--- config.mk ---
export PLATFORM = sky130hd
export DESIGN_NAME = rc_serial_frame_channel_decoder
export DESIGN_NICKNAME = d
export VERILOG_FILES = /design/src/rtl/rcfd_pkg.sv /design/src/rtl/rc_serial_frame_channel_decoder.sv /design/src/rtl/rcfd_collect.sv /design/src/rtl/rcfd_out.sv
export SDC_FILE = /design/constraint.sdc
export NUM_CORES = 1
export LEC_CHECK = 0
export ABC_AREA = 1
export BUFFER_PORTS_ARGS = -buffer_cell sky130_fd_sc_hd__buf_2
export CORE_ASPECT_RATIO = 0.75
export CORE_MARGIN = 2
export CORE_UTILIZATION = 55
export CTS_CLUSTER_DIAMETER = 200
export DETAILED_ROUTE_END_ITERATION = 12
export GPL_TIMING_DRIVEN = 0
export PLACE_DENSITY = 0.76
export SYNTH_ARGS = -nofsm -noshare
export SYNTH_HDL_FRONTEND = slang
export SYNTH_SLANG_ARGS = --single-unit
--- constraint.sdc ---
create_clock -name i_clk -period 4.76 [get_ports i_clk]
set_input_delay 0.952 -clock i_clk [delete_from_list [all_inputs] [get_ports i_clk]]
set_output_delay 0.952 -clock i_clk [all_outputs]
set_load 0.02 [all_outputs]
--- src/rtl/rcfd_pkg.sv ---
// ---------------------------------------------------------------------------
// rcfd_pkg - shared types and constants for the serial frame channel decoder
// Frame geometry, register indexes, reset values and the channel join helper.
// ---------------------------------------------------------------------------
package rcfd_pkg;

    localparam int unsigned BYTE_W      = 8;
    localparam int unsigned CHAN_W      = 10;
    localparam int unsigned FRAME_LEN   = 14;
    localparam int unsigned CNT_W       = 4;
    localparam int unsigned FIRST_USED  = 2;    // bytes 0 and 1 carry no channel
    localparam int unsigned CFG_IDX_W   = 1;
    localparam int unsigned TDATA_W     = 64;   // 6 x 10 bits, padded to bytes

    localparam logic [CNT_W-1:0] LAST_IDX  = CNT_W'(FRAME_LEN - 1);

    localparam logic [BYTE_W-1:0] IDLE_BYTE        = 8'd255;
    localparam logic [BYTE_W-1:0] SYNC_FIRST_RST   = 8'd24;
    localparam logic [BYTE_W-1:0] SYNC_SECOND_RST  = 8'd0;
    localparam int unsigned       THROTTLE_RAW_BIT = 7;

    localparam logic [CFG_IDX_W-1:0] REG_SYNC_FIRST  = 1'b0;
    localparam logic [CFG_IDX_W-1:0] REG_SYNC_SECOND = 1'b1;

    // frame bytes 2..13; byte 13 is the item that closes the frame
    typedef logic [FRAME_LEN-1:FIRST_USED][BYTE_W-1:0] t_frame;

    typedef struct packed {
        logic synced;
        logic frame_done;   // accepted item closes a frame this cycle
    } t_status;

    typedef struct packed {
        logic [CHAN_W-1:0] gear;
        logic [CHAN_W-1:0] throttle;
        logic [CHAN_W-1:0] rudder;
        logic [CHAN_W-1:0] elevator;
        logic [CHAN_W-1:0] flaps;
        logic [CHAN_W-1:0] aileron;
    } t_chan;

    function automatic logic [CHAN_W-1:0] join10(input logic [BYTE_W-1:0] hi,
                                                 input logic [BYTE_W-1:0] lo);
        join10 = {hi[1:0], lo};
    endfunction

endpackage

--- src/rtl/rc_serial_frame_channel_decoder.sv ---
// ---------------------------------------------------------------------------
// rc_serial_frame_channel_decoder - radio-control serial frame decoder
// Locks on a two-byte sync pair, collects 14 frame bytes, emits six channels.
// ---------------------------------------------------------------------------
//  channel   dir   width  contents (low bit up)
//  s_axis    in    8      tdata: rx_byte
//  m_axis    out   64     tdata: aileron, flaps, elevator, rudder, throttle,
//                         gear (10 bits each), 4 zero bits
//  cfg       in    1+8    index 0 sync_first, index 1 sync_second
//
//  One byte per cycle. A frame result is registered when the item that
//  closes the frame is accepted and is valid in the following cycle.
//  Input stalls only while a result sits unread and the sink is not ready.
//  Synchronous active-low reset clears sync, count and result valid, and sets config to its reset values.
// ---------------------------------------------------------------------------
module rc_serial_frame_channel_decoder (
    input  logic                                i_clk,
    input  logic                                i_rst_n,
    input  logic                                s_axis_tvalid,
    output logic                                s_axis_tready,
    input  logic [rcfd_pkg::BYTE_W-1:0]         s_axis_tdata,   // rx_byte
    output logic                                m_axis_tvalid,
    input  logic                                m_axis_tready,
    // aileron, flaps, elevator, rudder, throttle, gear, zero pad
    output logic [rcfd_pkg::TDATA_W-1:0]        m_axis_tdata,
    input  logic                                i_cfg_we,
    input  logic [rcfd_pkg::CFG_IDX_W-1:0]      i_cfg_addr,
    input  logic [rcfd_pkg::BYTE_W-1:0]         i_cfg_data
);
    import rcfd_pkg::*;

    t_frame  frame;
    t_status status;
    t_chan   chan;
    logic    out_full;
    logic    in_accept;
    logic    out_take;

    assign s_axis_tready = !out_full || m_axis_tready;
    assign in_accept     = s_axis_tvalid && s_axis_tready;
    assign out_take      = out_full && m_axis_tready;

    rcfd_collect u_collect (
        .i_clk      (i_clk),
        .i_rst_n    (i_rst_n),
        .i_cfg_we   (i_cfg_we),
        .i_cfg_addr (i_cfg_addr),
        .i_cfg_data (i_cfg_data),
        .i_accept   (in_accept),
        .i_byte     (s_axis_tdata),
        .o_frame    (frame),
        .o_status   (status)
    );

    rcfd_out u_out (
        .i_clk   (i_clk),
        .i_rst_n (i_rst_n),
        .i_load  (status.frame_done),
        .i_frame (frame),
        .i_take  (out_take),
        .o_full  (out_full),
        .o_chan  (chan)
    );

    assign m_axis_tvalid = out_full;
    assign m_axis_tdata  = {4'b0000, chan.gear, chan.throttle, chan.rudder,
                            chan.elevator, chan.flaps, chan.aileron};

    // a result shows up only right after a frame closes
    a_result_from_frame: assert property (@(posedge i_clk) disable iff (!i_rst_n)
        $rose(m_axis_tvalid) |-> $past(status.frame_done))
        else $error("result without a closing frame item");

    // closing a frame always drops sync
    a_unsync_after_frame: assert property (@(posedge i_clk) disable iff (!i_rst_n)
        status.frame_done |=> !status.synced)
        else $error("still synced after frame end");

    // a frame can only close while the result slot is free or draining
    a_no_overwrite: assert property (@(posedge i_clk) disable iff (!i_rst_n)
        status.frame_done |-> (!out_full || m_axis_tready))
        else $error("result overwritten before it was taken");

endmodule

--- src/rtl/rcfd_collect.sv ---
// ---------------------------------------------------------------------------
// rcfd_collect - sync search and frame byte capture
// Holds the config registers, the sync tracker and the frame byte registers.
// ---------------------------------------------------------------------------
module rcfd_collect (
    input  logic                                i_clk,
    input  logic                                i_rst_n,
    input  logic                                i_cfg_we,
    input  logic [rcfd_pkg::CFG_IDX_W-1:0]      i_cfg_addr,
    input  logic [rcfd_pkg::BYTE_W-1:0]         i_cfg_data,
    input  logic                                i_accept,
    input  logic [rcfd_pkg::BYTE_W-1:0]         i_byte,
    output rcfd_pkg::t_frame                    o_frame,
    output rcfd_pkg::t_status                   o_status
);
    import rcfd_pkg::*;

    logic [BYTE_W-1:0] r_sync_first;
    logic [BYTE_W-1:0] r_sync_second;
    logic [BYTE_W-1:0] r_prev,   n_prev;
    logic              r_synced, n_synced;
    logic [CNT_W-1:0]  r_count,  n_count;
    logic [BYTE_W-1:0] r_frame [FIRST_USED:FRAME_LEN-2];

    logic sync_hit;
    logic frame_done;

    assign sync_hit   = (r_prev == r_sync_first) && (i_byte == r_sync_second);
    assign frame_done = i_accept && r_synced && (r_count == LAST_IDX);

    always_comb begin
        n_prev   = r_prev;
        n_synced = r_synced;
        n_count  = r_count;
        if (i_accept) begin
            if (!r_synced) begin
                if (sync_hit) begin
                    n_synced = 1'b1;
                end else begin
                    n_prev = i_byte;
                end
            end else if (r_count == LAST_IDX) begin
                n_synced = 1'b0;
                n_count  = '0;
                n_prev   = IDLE_BYTE;
            end else begin
                n_count = r_count + 1'b1;
            end
        end
    end

    always_ff @(posedge i_clk) begin
        if (!i_rst_n) begin
            r_sync_first  <= SYNC_FIRST_RST;
            r_sync_second <= SYNC_SECOND_RST;
            r_prev        <= IDLE_BYTE;
            r_synced      <= 1'b0;
            r_count       <= '0;
        end else begin
            if (i_cfg_we) begin
                case (i_cfg_addr)
                    REG_SYNC_FIRST:  r_sync_first  <= i_cfg_data;
                    REG_SYNC_SECOND: r_sync_second <= i_cfg_data;
                    default: ;
                endcase
            end
            r_prev   <= n_prev;
            r_synced <= n_synced;
            r_count  <= n_count;
        end
    end

    // byte registers, one per frame position 2..12; no reset needed
    for (genvar k = FIRST_USED; k <= FRAME_LEN - 2; k++) begin : g_byte
        always_ff @(posedge i_clk) begin
            if (i_accept && r_synced && (r_count == CNT_W'(k))) begin
                r_frame[k] <= i_byte;
            end
        end
        assign o_frame[k] = r_frame[k];
    end

    assign o_frame[FRAME_LEN-1] = i_byte;

    assign o_status.synced     = r_synced;
    assign o_status.frame_done = frame_done;

endmodule

--- src/rtl/rcfd_out.sv ---
// ---------------------------------------------------------------------------
// rcfd_out - channel assembly and result register
// Builds the six channels from a finished frame and holds them for the sink.
// ---------------------------------------------------------------------------
module rcfd_out (
    input  logic                       i_clk,
    input  logic                       i_rst_n,
    input  logic                       i_load,
    input  rcfd_pkg::t_frame           i_frame,
    input  logic                       i_take,
    output logic                       o_full,
    output rcfd_pkg::t_chan            o_chan
);
    import rcfd_pkg::*;

    t_chan n_chan;
    t_chan r_chan;
    logic  r_full;

    always_comb begin
        n_chan.aileron  = join10(i_frame[2],  i_frame[3]);
        n_chan.flaps    = join10(i_frame[4],  i_frame[5]);
        n_chan.elevator = join10(i_frame[6],  i_frame[7]);
        n_chan.rudder   = join10(i_frame[8],  i_frame[9]);
        n_chan.gear     = join10(i_frame[12], i_frame[13]);
        if (i_frame[10][THROTTLE_RAW_BIT]) begin
            n_chan.throttle = {2'b00, i_frame[10]};
        end else begin
            n_chan.throttle = join10(i_frame[10], i_frame[11]);
        end
    end

    always_ff @(posedge i_clk) begin
        if (!i_rst_n) begin
            r_full <= 1'b0;
        end else if (i_load) begin
            r_full <= 1'b1;
        end else if (i_take) begin
            r_full <= 1'b0;
        end
    end

    always_ff @(posedge i_clk) begin
        if (i_load) begin
            r_chan <= n_chan;
        end
    end

    assign o_full = r_full;
    assign o_chan = r_chan;

endmodule

* Yosys cells after proc, flatten, opt, wreduce, memory -nomap -nowiden
Memory sizes are Yosys's and may differ from the RTL's. A register that Yosys moved wholly into a read port is not among the register bits.
Cells that the tools add are included.
** Storage, ports and cells
- Input port bits :: 22
- ROM bits :: 0
- Memory bits (writable) :: 88
- Bits in registers :: 50
- Memories kept :: 1
- Bits in latches :: 0
** Memories
- u_collect.r_frame :: depth 11, width 8, read ports 11, clocked after Yosys merged registers in 9, write ports 1, line rcfd_collect.sv:23 : logic [BYTE_W-1:0] r_frame [FIRST_USED:FRAME_LEN-2];
** Cells by class
- Multiply operators :: 0
- Multiplexer cells :: 62
- Magnitude comparators :: 0
- Equal/unequal tests :: 16
- $add $sub $neg :: 1
- Shifts and indexed selects :: 0
- Reductions and logical operators :: 33
- Bitwise gates (word level) :: 1
- Div/mod/pow operators :: 0
** Operators by type and width (number)
- 2-to-1 mux 8 bit :: 13
- OR reduction 8 bit :: 10
- 2-to-1 mux 4 bit :: 11
- 2-to-1 mux 1 bit :: 37
- == test 4 bit (second input constant) :: 6
- == test 4 x 3 -> 1 bit (second input constant) :: 4
- == test 8 bit :: 2
- logical AND 1 bit :: 16
- == test 4 x 2 -> 1 bit (second input constant) :: 2
- 2-to-1 mux 7 bit :: 1
- AND reduction 2 bit :: 3
- adder 4 x 1 -> 4 bit (second input constant) :: 1
- AND reduction 3 bit :: 1
- inequality test 2 x 1 -> 1 bit (second input constant) :: 1
- inequality test 2 bit (second input constant) :: 1
- nonzero test 2 bit :: 1
- logical NOT 1 bit :: 1
- logical OR 1 bit :: 1
- inverter 1 bit :: 1

* Depth between registers and ports, before layout
Gate-level depths: netlist (run 1).
- Depth in word-level cells :: 18
- Mapped depth :: 10

* Hierarchy
Synthesis (run 1) repeated with hierarchy kept, for this count alone.
** Unflattened totals
- Cells, all modules :: 422
- Area, all modules :: 6226.0 um^2
** Modules (own cells, without submodules)
- rcfd_collect :: area an instance 4210.3 um^2, cells each 319, times used 1, sequential area each 3223.1 um^2
- rcfd_out :: area an instance 1954.4 um^2, cells each 92, times used 1, sequential area each 1821.7 um^2
- rc_serial_frame_channel_decoder :: area an instance 61.3 um^2, cells each 11, times used 1, sequential area each 0.0 um^2

* Least setup slack after synthesis (run 1)
No wires, ideal clock.
- Kind :: input to register
- Start point :: input port m_axis_tready
- End point :: register, netlist name m_axis_tdata[0]
- Required time :: 4.281 ns
- Arrival :: 4.071 ns
- Setup slack :: 0.210 ns
- Stages :: 6
- Path through :: inv_1 -> nand2_1 -> nand2_2 -> nor2_4 -> inv_4 -> nor2_1
** Between the ends
- Longest elaborated chain between the ends :: 4
** RTL lines
- from (decl) :: line rc_serial_frame_channel_decoder.sv:23 : input logic m_axis_tready,
- logical OR 1 bit :: line rc_serial_frame_channel_decoder.sv:39 : assign s_axis_tready = !out_full || m_axis_tready;
- net s_axis_tready :: line rc_serial_frame_channel_decoder.sv:20 : output logic s_axis_tready,
- logical AND 1 bit :: line rc_serial_frame_channel_decoder.sv:40 : assign in_accept = s_axis_tvalid && s_axis_tready;
- logical AND 1 bit (2 in a row) :: line rcfd_collect.sv:29 : assign frame_done = i_accept && r_synced && (r_count == LAST_IDX);
- net u_collect.frame_done :: line rcfd_collect.sv:26 : logic frame_done;
The timed path passes the listed nets, and every way through them passes these cells.
A chain may end at the register's enable or synchronous reset.

==> impl_metrics.ini, run 1 <==
[timing]
hold_viol = 0
max_freq_mhz = 423.7
finalSetupViolations = 0
post-route-period-util_pct = 49.59
tightest_slew_ns = 0.8331
clock_skew_ns = 0.006096
slew_headroom_pct = 44.26
period_needed_ns = 2.360
drv_slew = 0
finalWorstSetupSlack_ns = 2.400
rsz0062_at_grt = no

[finish]
finalNetCount = 512
finalNonFillerCells = 631
seq_area_um2 = 4144
fill_cells = 661
final_util_pct = 70.03
drive_gt1_share_pct = 26.84
n_antenna_cell = 0
area_delta_synth_final_pct = 22.46
multi_input_area_um2 = 897.1

[yosys]
synth_cell_types = 28
synthTopCellsByArea = edfxtp_1 (68%), dfxtp_1 (11%), nand2_1 (5.5%)
seq_area_frac_synth_pct = 79.12
yosysWarnings = 0
synth_seq_cells = 148
avgSynthCellArea_um2 = 13.60
yosys.area.top_type = edfxtp_1
synth_area_um2 = 5238
synth_cells = 385
synth.top_cell.area_share_pct = 67.65

[worst_setup_path]
endpoint_kind = flop
crit_buf_inv = 5
rr_worst_depth = 8
max_stage_delay_ns = 0.57
crit_top_cell = inv_1
crit_fanout = 8
critPathSlowestCell = nor2_1
reg2reg_from = u_collect.r_synced
cp_top_family = simple AND/OR/NAND/NOR gates
r2r_setup_slack_ns = 2.61
critPathArrivalTime_ns = 2.40
required_ns = 4.80
worst_setup_path_start_kind = input pin
r2r-end = u_collect.r_frame[2][14]
setup.worst_path.class = in -> reg
path_cells = buf_2, inv_1, nand2_1, nand2_2, nor2_4, inv_4, nor2_8, inv_2, nor2_2, inv_1, nor2_1

[placement]
dp_slack_ns = 1.996
placed_cells = 599
gp_congestion = 0.9176
io_buffers = 82
dpl.hpwl_mm = 6.319

[clocking]
clock_latency_ns = 0.42
path_clk_slew_ns = 0.06
root_buffer = clkbuf_16
cts_buffers = 17
post_cts_resized = 0
clockBufferDepth = 2
cts.sink_count = 148
postCtsHoldBufs = 0
cts_setup_buffers = 0
htree_levels = 4
cts_tree = done

[hold_path]
hold_path_depth = 0
hold_end = m_axis_tdata[31]
worstHoldStart = u_collect.r_frame[4][9]
hold_path_class = reg -> reg

[power]
leakagePower_nw = 2.558
vdd_drop_max_mv = 0.3611
power_density_nw_per_um2 = 431.2

[grt]
antenna_found_initial = 0
grt_max_degree = 37
grt_pass1_vias = 3028
overflow = 0
grt_first_pass_wirelength_mm = 15.10
grt_usage_pct = 20.51

[routing]
dr.first_iter.drc_count = 246
drt_pass1_iterations = 5
routed_via_density = 5.022
drc = 0
postRouteAntennaNets = 0
wl_mm = 9.564
via_count = 3169
wl_per_cell_um = 15.16

[floorplanning]
ioPinCount = 88
die_x_um = 116.7
die_h_um = 88.51
rows = 30
die-area_um2 = 10330
core_area_um2 = 9159
start_util_pct = 57.19

[outcome]
status = complete, no violations

[run]
cap_violations = 0
[cell usage in the layout, fill, tap and decap left out, types with 15 or more instances in the layout]
cell type  count
a21oi_1       15
buf_2         84
clkbuf_16     17
dfxtp_1       30
edfxtp_1     118
inv_1         37
nand2_1       77
nand3_1       22
nor2_1        30
o21ai_0       18
[cell usage after synthesis, drive strengths merged]
cell	count
a21oi	16
conb	1
and3	1
clkinv	1
nand2	80
edfxtp	118
inv	41
xnor2	3
nor4	1
buf	6
o211ai	2
o21ai	18
dfxtp	30
nand4	2
nor2	34
nand3	23
or2	4
clkbuf	4
[stage by stage]
stage	TNS (ns)	power, mW	hold slack (ns)	cell area [um^2]
after global placement	-46.37	1.533	0.4016	5819
after global routing	0	2.854	0.4285	6414
after detailed placement	0	1.537	0.4045	5847
after floorplan	0	1.500	0.4003	5249
after CTS	0	2.782	0.4145	6414
final	0	2.766	0.4145	6414
[cell families (layout without fill, tap and decap cells)]
logic type | Yosys count | count (layout) | synth area share [%]
xor+xnor | 3 | 3 | 0.5018
flops | 148 | 148 | 79.12
compound gates | 36 | 36 | 3.751
buf+inv | 52 | 167 | 4.109
simple gates | 145 | 145 | 12.45
other cells | 1 | 4 | 0.07160
[routing by layer]
layer | wire (um) | track usage [%] | vias up
met2 | 4348 | 30.85 | 131
met3 | 761 | 6.438 | 18
li1 | - | - | 1532
met1 | 4312 | 28.24 | 1488
met5 | 0 | 0 | -
met4 | 141 | 8.449 | 0
[how the worst max path moves through the flow]
stage / from / end / slack [ns] / cells past startpoint
2_1_floorplan: m_axis_tready / m_axis_tdata[0] / 0.21 / 6
3_3_place_gp: m_axis_tready / u_out.o_chan[56] / -0.76 / 7
3_5_place_dp: m_axis_tready / m_axis_tdata[14] / 2.00 / 8
4_1_cts: m_axis_tready / u_collect.r_frame[2][8] / 2.43 / 11
5_1_grt: m_axis_tready / u_collect.r_frame[4][14] / 2.26 / 11
6_report: m_axis_tready / u_collect.r_frame[2][14] / 2.40 / 11
[where the power goes]
part / internal, mW / switching, mW / total [mW]
registers: 1.40 / 0.0111 / 1.41
clock network: 0.763 / 0.491 / 1.25
logic: 0.0335 / 0.0649 / 0.0984
total: 2.20 / 0.567 / 2.77
[layout make-up]
type | count | area share (%)
well taps | 128 | 2.497
multi-input cells | 188 | 13.99
repair buffers | 83 | 6.711
inverters | 42 | 2.497
clock inverters | 15 | 2.204
clock buffers | 17 | 6.633
plain buffers | 10 | 0.8584
flip-flops and latches | 148 | 64.61
[state kept, by name, summed over array words and instances, names as in the netlist]
register / flops
m_axis_tdata: 42
u_collect.r_sync_second: 8
u_collect.r_count: 4
u_collect.r_sync_first: 8
u_collect.r_prev: 8
u_collect.r_synced: 1
u_collect.r_frame: 58
u_out.o_full: 1
u_out.o_chan: 18
No activity file was read; power rests on OpenSTA's default activity.
==> inputs of run 2 (changes only) <==
--- a/config.mk
+++ b/config.mk
@@ -9,11 +9,11 @@
 export BUFFER_PORTS_ARGS = -buffer_cell sky130_fd_sc_hd__buf_2
 export CORE_ASPECT_RATIO = 0.75
 export CORE_MARGIN = 2
-export CORE_UTILIZATION = 55
+export CORE_UTILIZATION = 50
 export CTS_CLUSTER_DIAMETER = 200
 export DETAILED_ROUTE_END_ITERATION = 12
 export GPL_TIMING_DRIVEN = 0
-export PLACE_DENSITY = 0.76
+export PLACE_DENSITY = 0.73
 export SYNTH_ARGS = -nofsm -noshare
 export SYNTH_HDL_FRONTEND = slang
 export SYNTH_SLANG_ARGS = --single-unit
==> constraint.sdc (replaced) <==
create_clock -name i_clk -period 1.9 [get_ports i_clk]
set_input_delay 0.38 -clock i_clk [delete_from_list [all_inputs] [get_ports i_clk]]
set_output_delay 0.38 -clock i_clk [all_outputs]
set_load 0.02 [all_outputs]
==> run 2 against run 1 <==
Against the previous run:
- die area up 9.6%
- sequential share of layout area decreased by 1.2 points
- non-clock buffer count up 2
- sequential power increased to 2.5 times the previous value
- register-to-register slack got worse by 2.5 ns
- first-iteration DRC count down 5.3%
- global-route usage down 1.2 points
- combinational power increased to 2.6 times the previous value
- clock-buffer cell count did not move
- sequential cell count stayed put
- largest power group unchanged
==> impl_metrics.ini, run 2 (same netlist as run 1, synthesis figures left out) <==
[worst_setup_path]
setup.worst_path.class = reg -> reg
rr_worst_depth = 4
worst_setup_path_start_kind = flop
required_ns = 1.94
r2r-end = u_collect.r_frame[5][4]
max_stage_delay_ns = 0.62
endpoint_kind = flop
path_cells = inv_2, nor2_4, nand3_1, nor2_1
r2r_setup_slack_ns = 0.09
crit_buf_inv = 1
critPathSlowestCell = nor2_1
crit_fanout = 8
critPathArrivalTime_ns = 1.85
cp_top_family = simple AND/OR/NAND/NOR gates
reg2reg_from = u_collect.r_synced

[routing]
routed_via_density = 4.950
postRouteAntennaNets = 0
dr.first_iter.drc_count = 233
wl_per_cell_um = 15.66
drc = 0
drt_pass1_iterations = 4
wl_mm = 10.05
via_count = 3178

[hold_path]
hold_path_class = in -> reg
hold_path_depth = 3
worstHoldStart = i_cfg_data[4]
hold_end = u_collect.r_sync_first[4]

[placement]
gp_congestion = 0.8752
io_buffers = 82
dpl.hpwl_mm = 6.290
placed_cells = 607
dp_slack_ns = -0.4013

[floorplanning]
start_util_pct = 51.10
ioPinCount = 88
die_x_um = 122.2
die-area_um2 = 11320
rows = 32
core_area_um2 = 10250
die_h_um = 92.64

[grt]
grt_usage_pct = 19.32
overflow = 0
grt_max_degree = 34
grt_first_pass_wirelength_mm = 15.61
antenna_found_initial = 0
grt_pass1_vias = 3055

[power]
vdd_drop_max_mv = 0.6072
power_density_nw_per_um2 = 1095
total_power_mw = 7.162
leakagePower_nw = 2.591

[timing]
slew_headroom_pct = 49.49
finalWorstSetupSlack_ns = 0.08917
period_needed_ns = 1.811
holdWs_ns = 0.1956
post-route-period-util_pct = 95.31
clock_skew_ns = 0.01325
drv_slew = 0
max_freq_mhz = 552.2
tns_ns = 0
hold_viol = 0
tightest_slew_ns = 0.7548
finalSetupViolations = 0

[run]
cap_violations = 0

[finish]
finalNonFillerCells = 642
fill_cells = 778
drive_gt1_share_pct = 29.45
finalNetCount = 515
n_antenna_cell = 0
area_delta_synth_final_pct = 24.89
mostFrequentLayoutCells = edfxtp_1 (118), buf_2 (84), nand2_1 (76), inv_1 (36), dfxtp_1 (28)
largest-register = u_collect.r_frame
final_common_cell = edfxtp_1
largest_reg_flops = 58

[clocking]
clock_latency_ns = 0.42
root_buffer = clkbuf_16
cts.sink_count = 148
clockBufferDepth = 2
path_clk_slew_ns = 0.06
htree_levels = 4
cts_tree = done
cts_buffers = 17

[outcome]
status = complete, no violations
-- run 2: cell types whose count changed in the layout (fill, tap and decap cells not counted), moves of 2 or more --
cell      previous run  this run
buf_4                4         6
clkinv_1             5         2
clkinv_4             5         2
dfxtp_1             30        28
dfxtp_2              0         2
inv_6                0         4
nor2_1              30        26
nor2_2               1         3
nor2_4               2         5
-- run 2: worst max-delay path by stage --
| stage | startpoint | endpoint | slack, ns | cells past startpoint |
|---|---|---|---|---|
| detailed placement | m_axis_tready | u_out.o_chan[57] | -0.40 | 8 |
| global placement | m_axis_tready | u_out.o_chan[47] | -0.74 | 7 |
| global route | u_collect.r_synced | u_collect.r_frame[5][4] | -0.002 | 4 |
| finish | u_collect.r_synced | u_collect.r_frame[5][4] | 0.09 | 4 |
| floorplan | m_axis_tready | m_axis_tdata[0] | -0.20 | 6 |
| CTS | u_collect.r_synced | u_collect.r_frame[2][10] | -0.21 | 8 |
-- run 2: cell type report --
class / instances / area [um^2] / share of cell area [%]
buffer: 10 / 55.05 / 0.8416
clock buffer: 17 / 425.4 / 6.503
clock inverter: 15 / 176.4 / 2.697
inverter: 42 / 172.7 / 2.640
multi-input combinational: 189 / 949.7 / 14.52
sequential: 148 / 4146 / 63.39
tap: 136 / 170.2 / 2.601
timing repair buffer: 85 / 445.4 / 6.809
-- run 2: what timing repair did --
action / in CTS / in global routing
buffers inserted: 2 / 0
hold buffers: 0 / 0
endpoints found under the setup margin: 92 / 46
gates cloned: 1 / 0
gates resized for setup: 2 / 6
pin swaps: 1 / 1
-- run 2: power by group --
group	leakage, nW	internal, mW	switching, mW
combinational	0.991	0.0853	0.168
clock	0.292	2.07	1.30
sequential	1.31	3.51	0.0268
total	2.59	5.67	1.49
-- run 2: layer usage --
metal / vias to the layer above / share of wire (%) / wire (um) / track usage [%]
li1: 1526 / - / - / -
met1: 1511 / 45 / 4519 / 25.90
met2: 131 / 46 / 4634 / 29.66
met3: 10 / 7.7 / 773 / 5.850
met4: 0 / 1.3 / 127 / 7.854
met5: - / 0 / 0 / 0
-- run 2: per-stage QoR --
| stage | util (%) | area [um^2] |
|---|---|---|
| 2_1_floorplan | - | 5291 |
| 3_3_place_gp | 57.29 | 5872 |
| 3_5_place_dp | 57.48 | 5892 |
| 4_1_cts | 63.61 | 6520 |
| 5_1_grt | 63.82 | 6541 |
| 6_report | 63.82 | 6541 |
-- run 2: worst reg2reg max path: stages, from the launching register on --
cell	delay, ns
dfxtp_2	0.40
inv_2	0.11
nor2_4	0.14
nand3_1	0.16
nor2_1	0.62
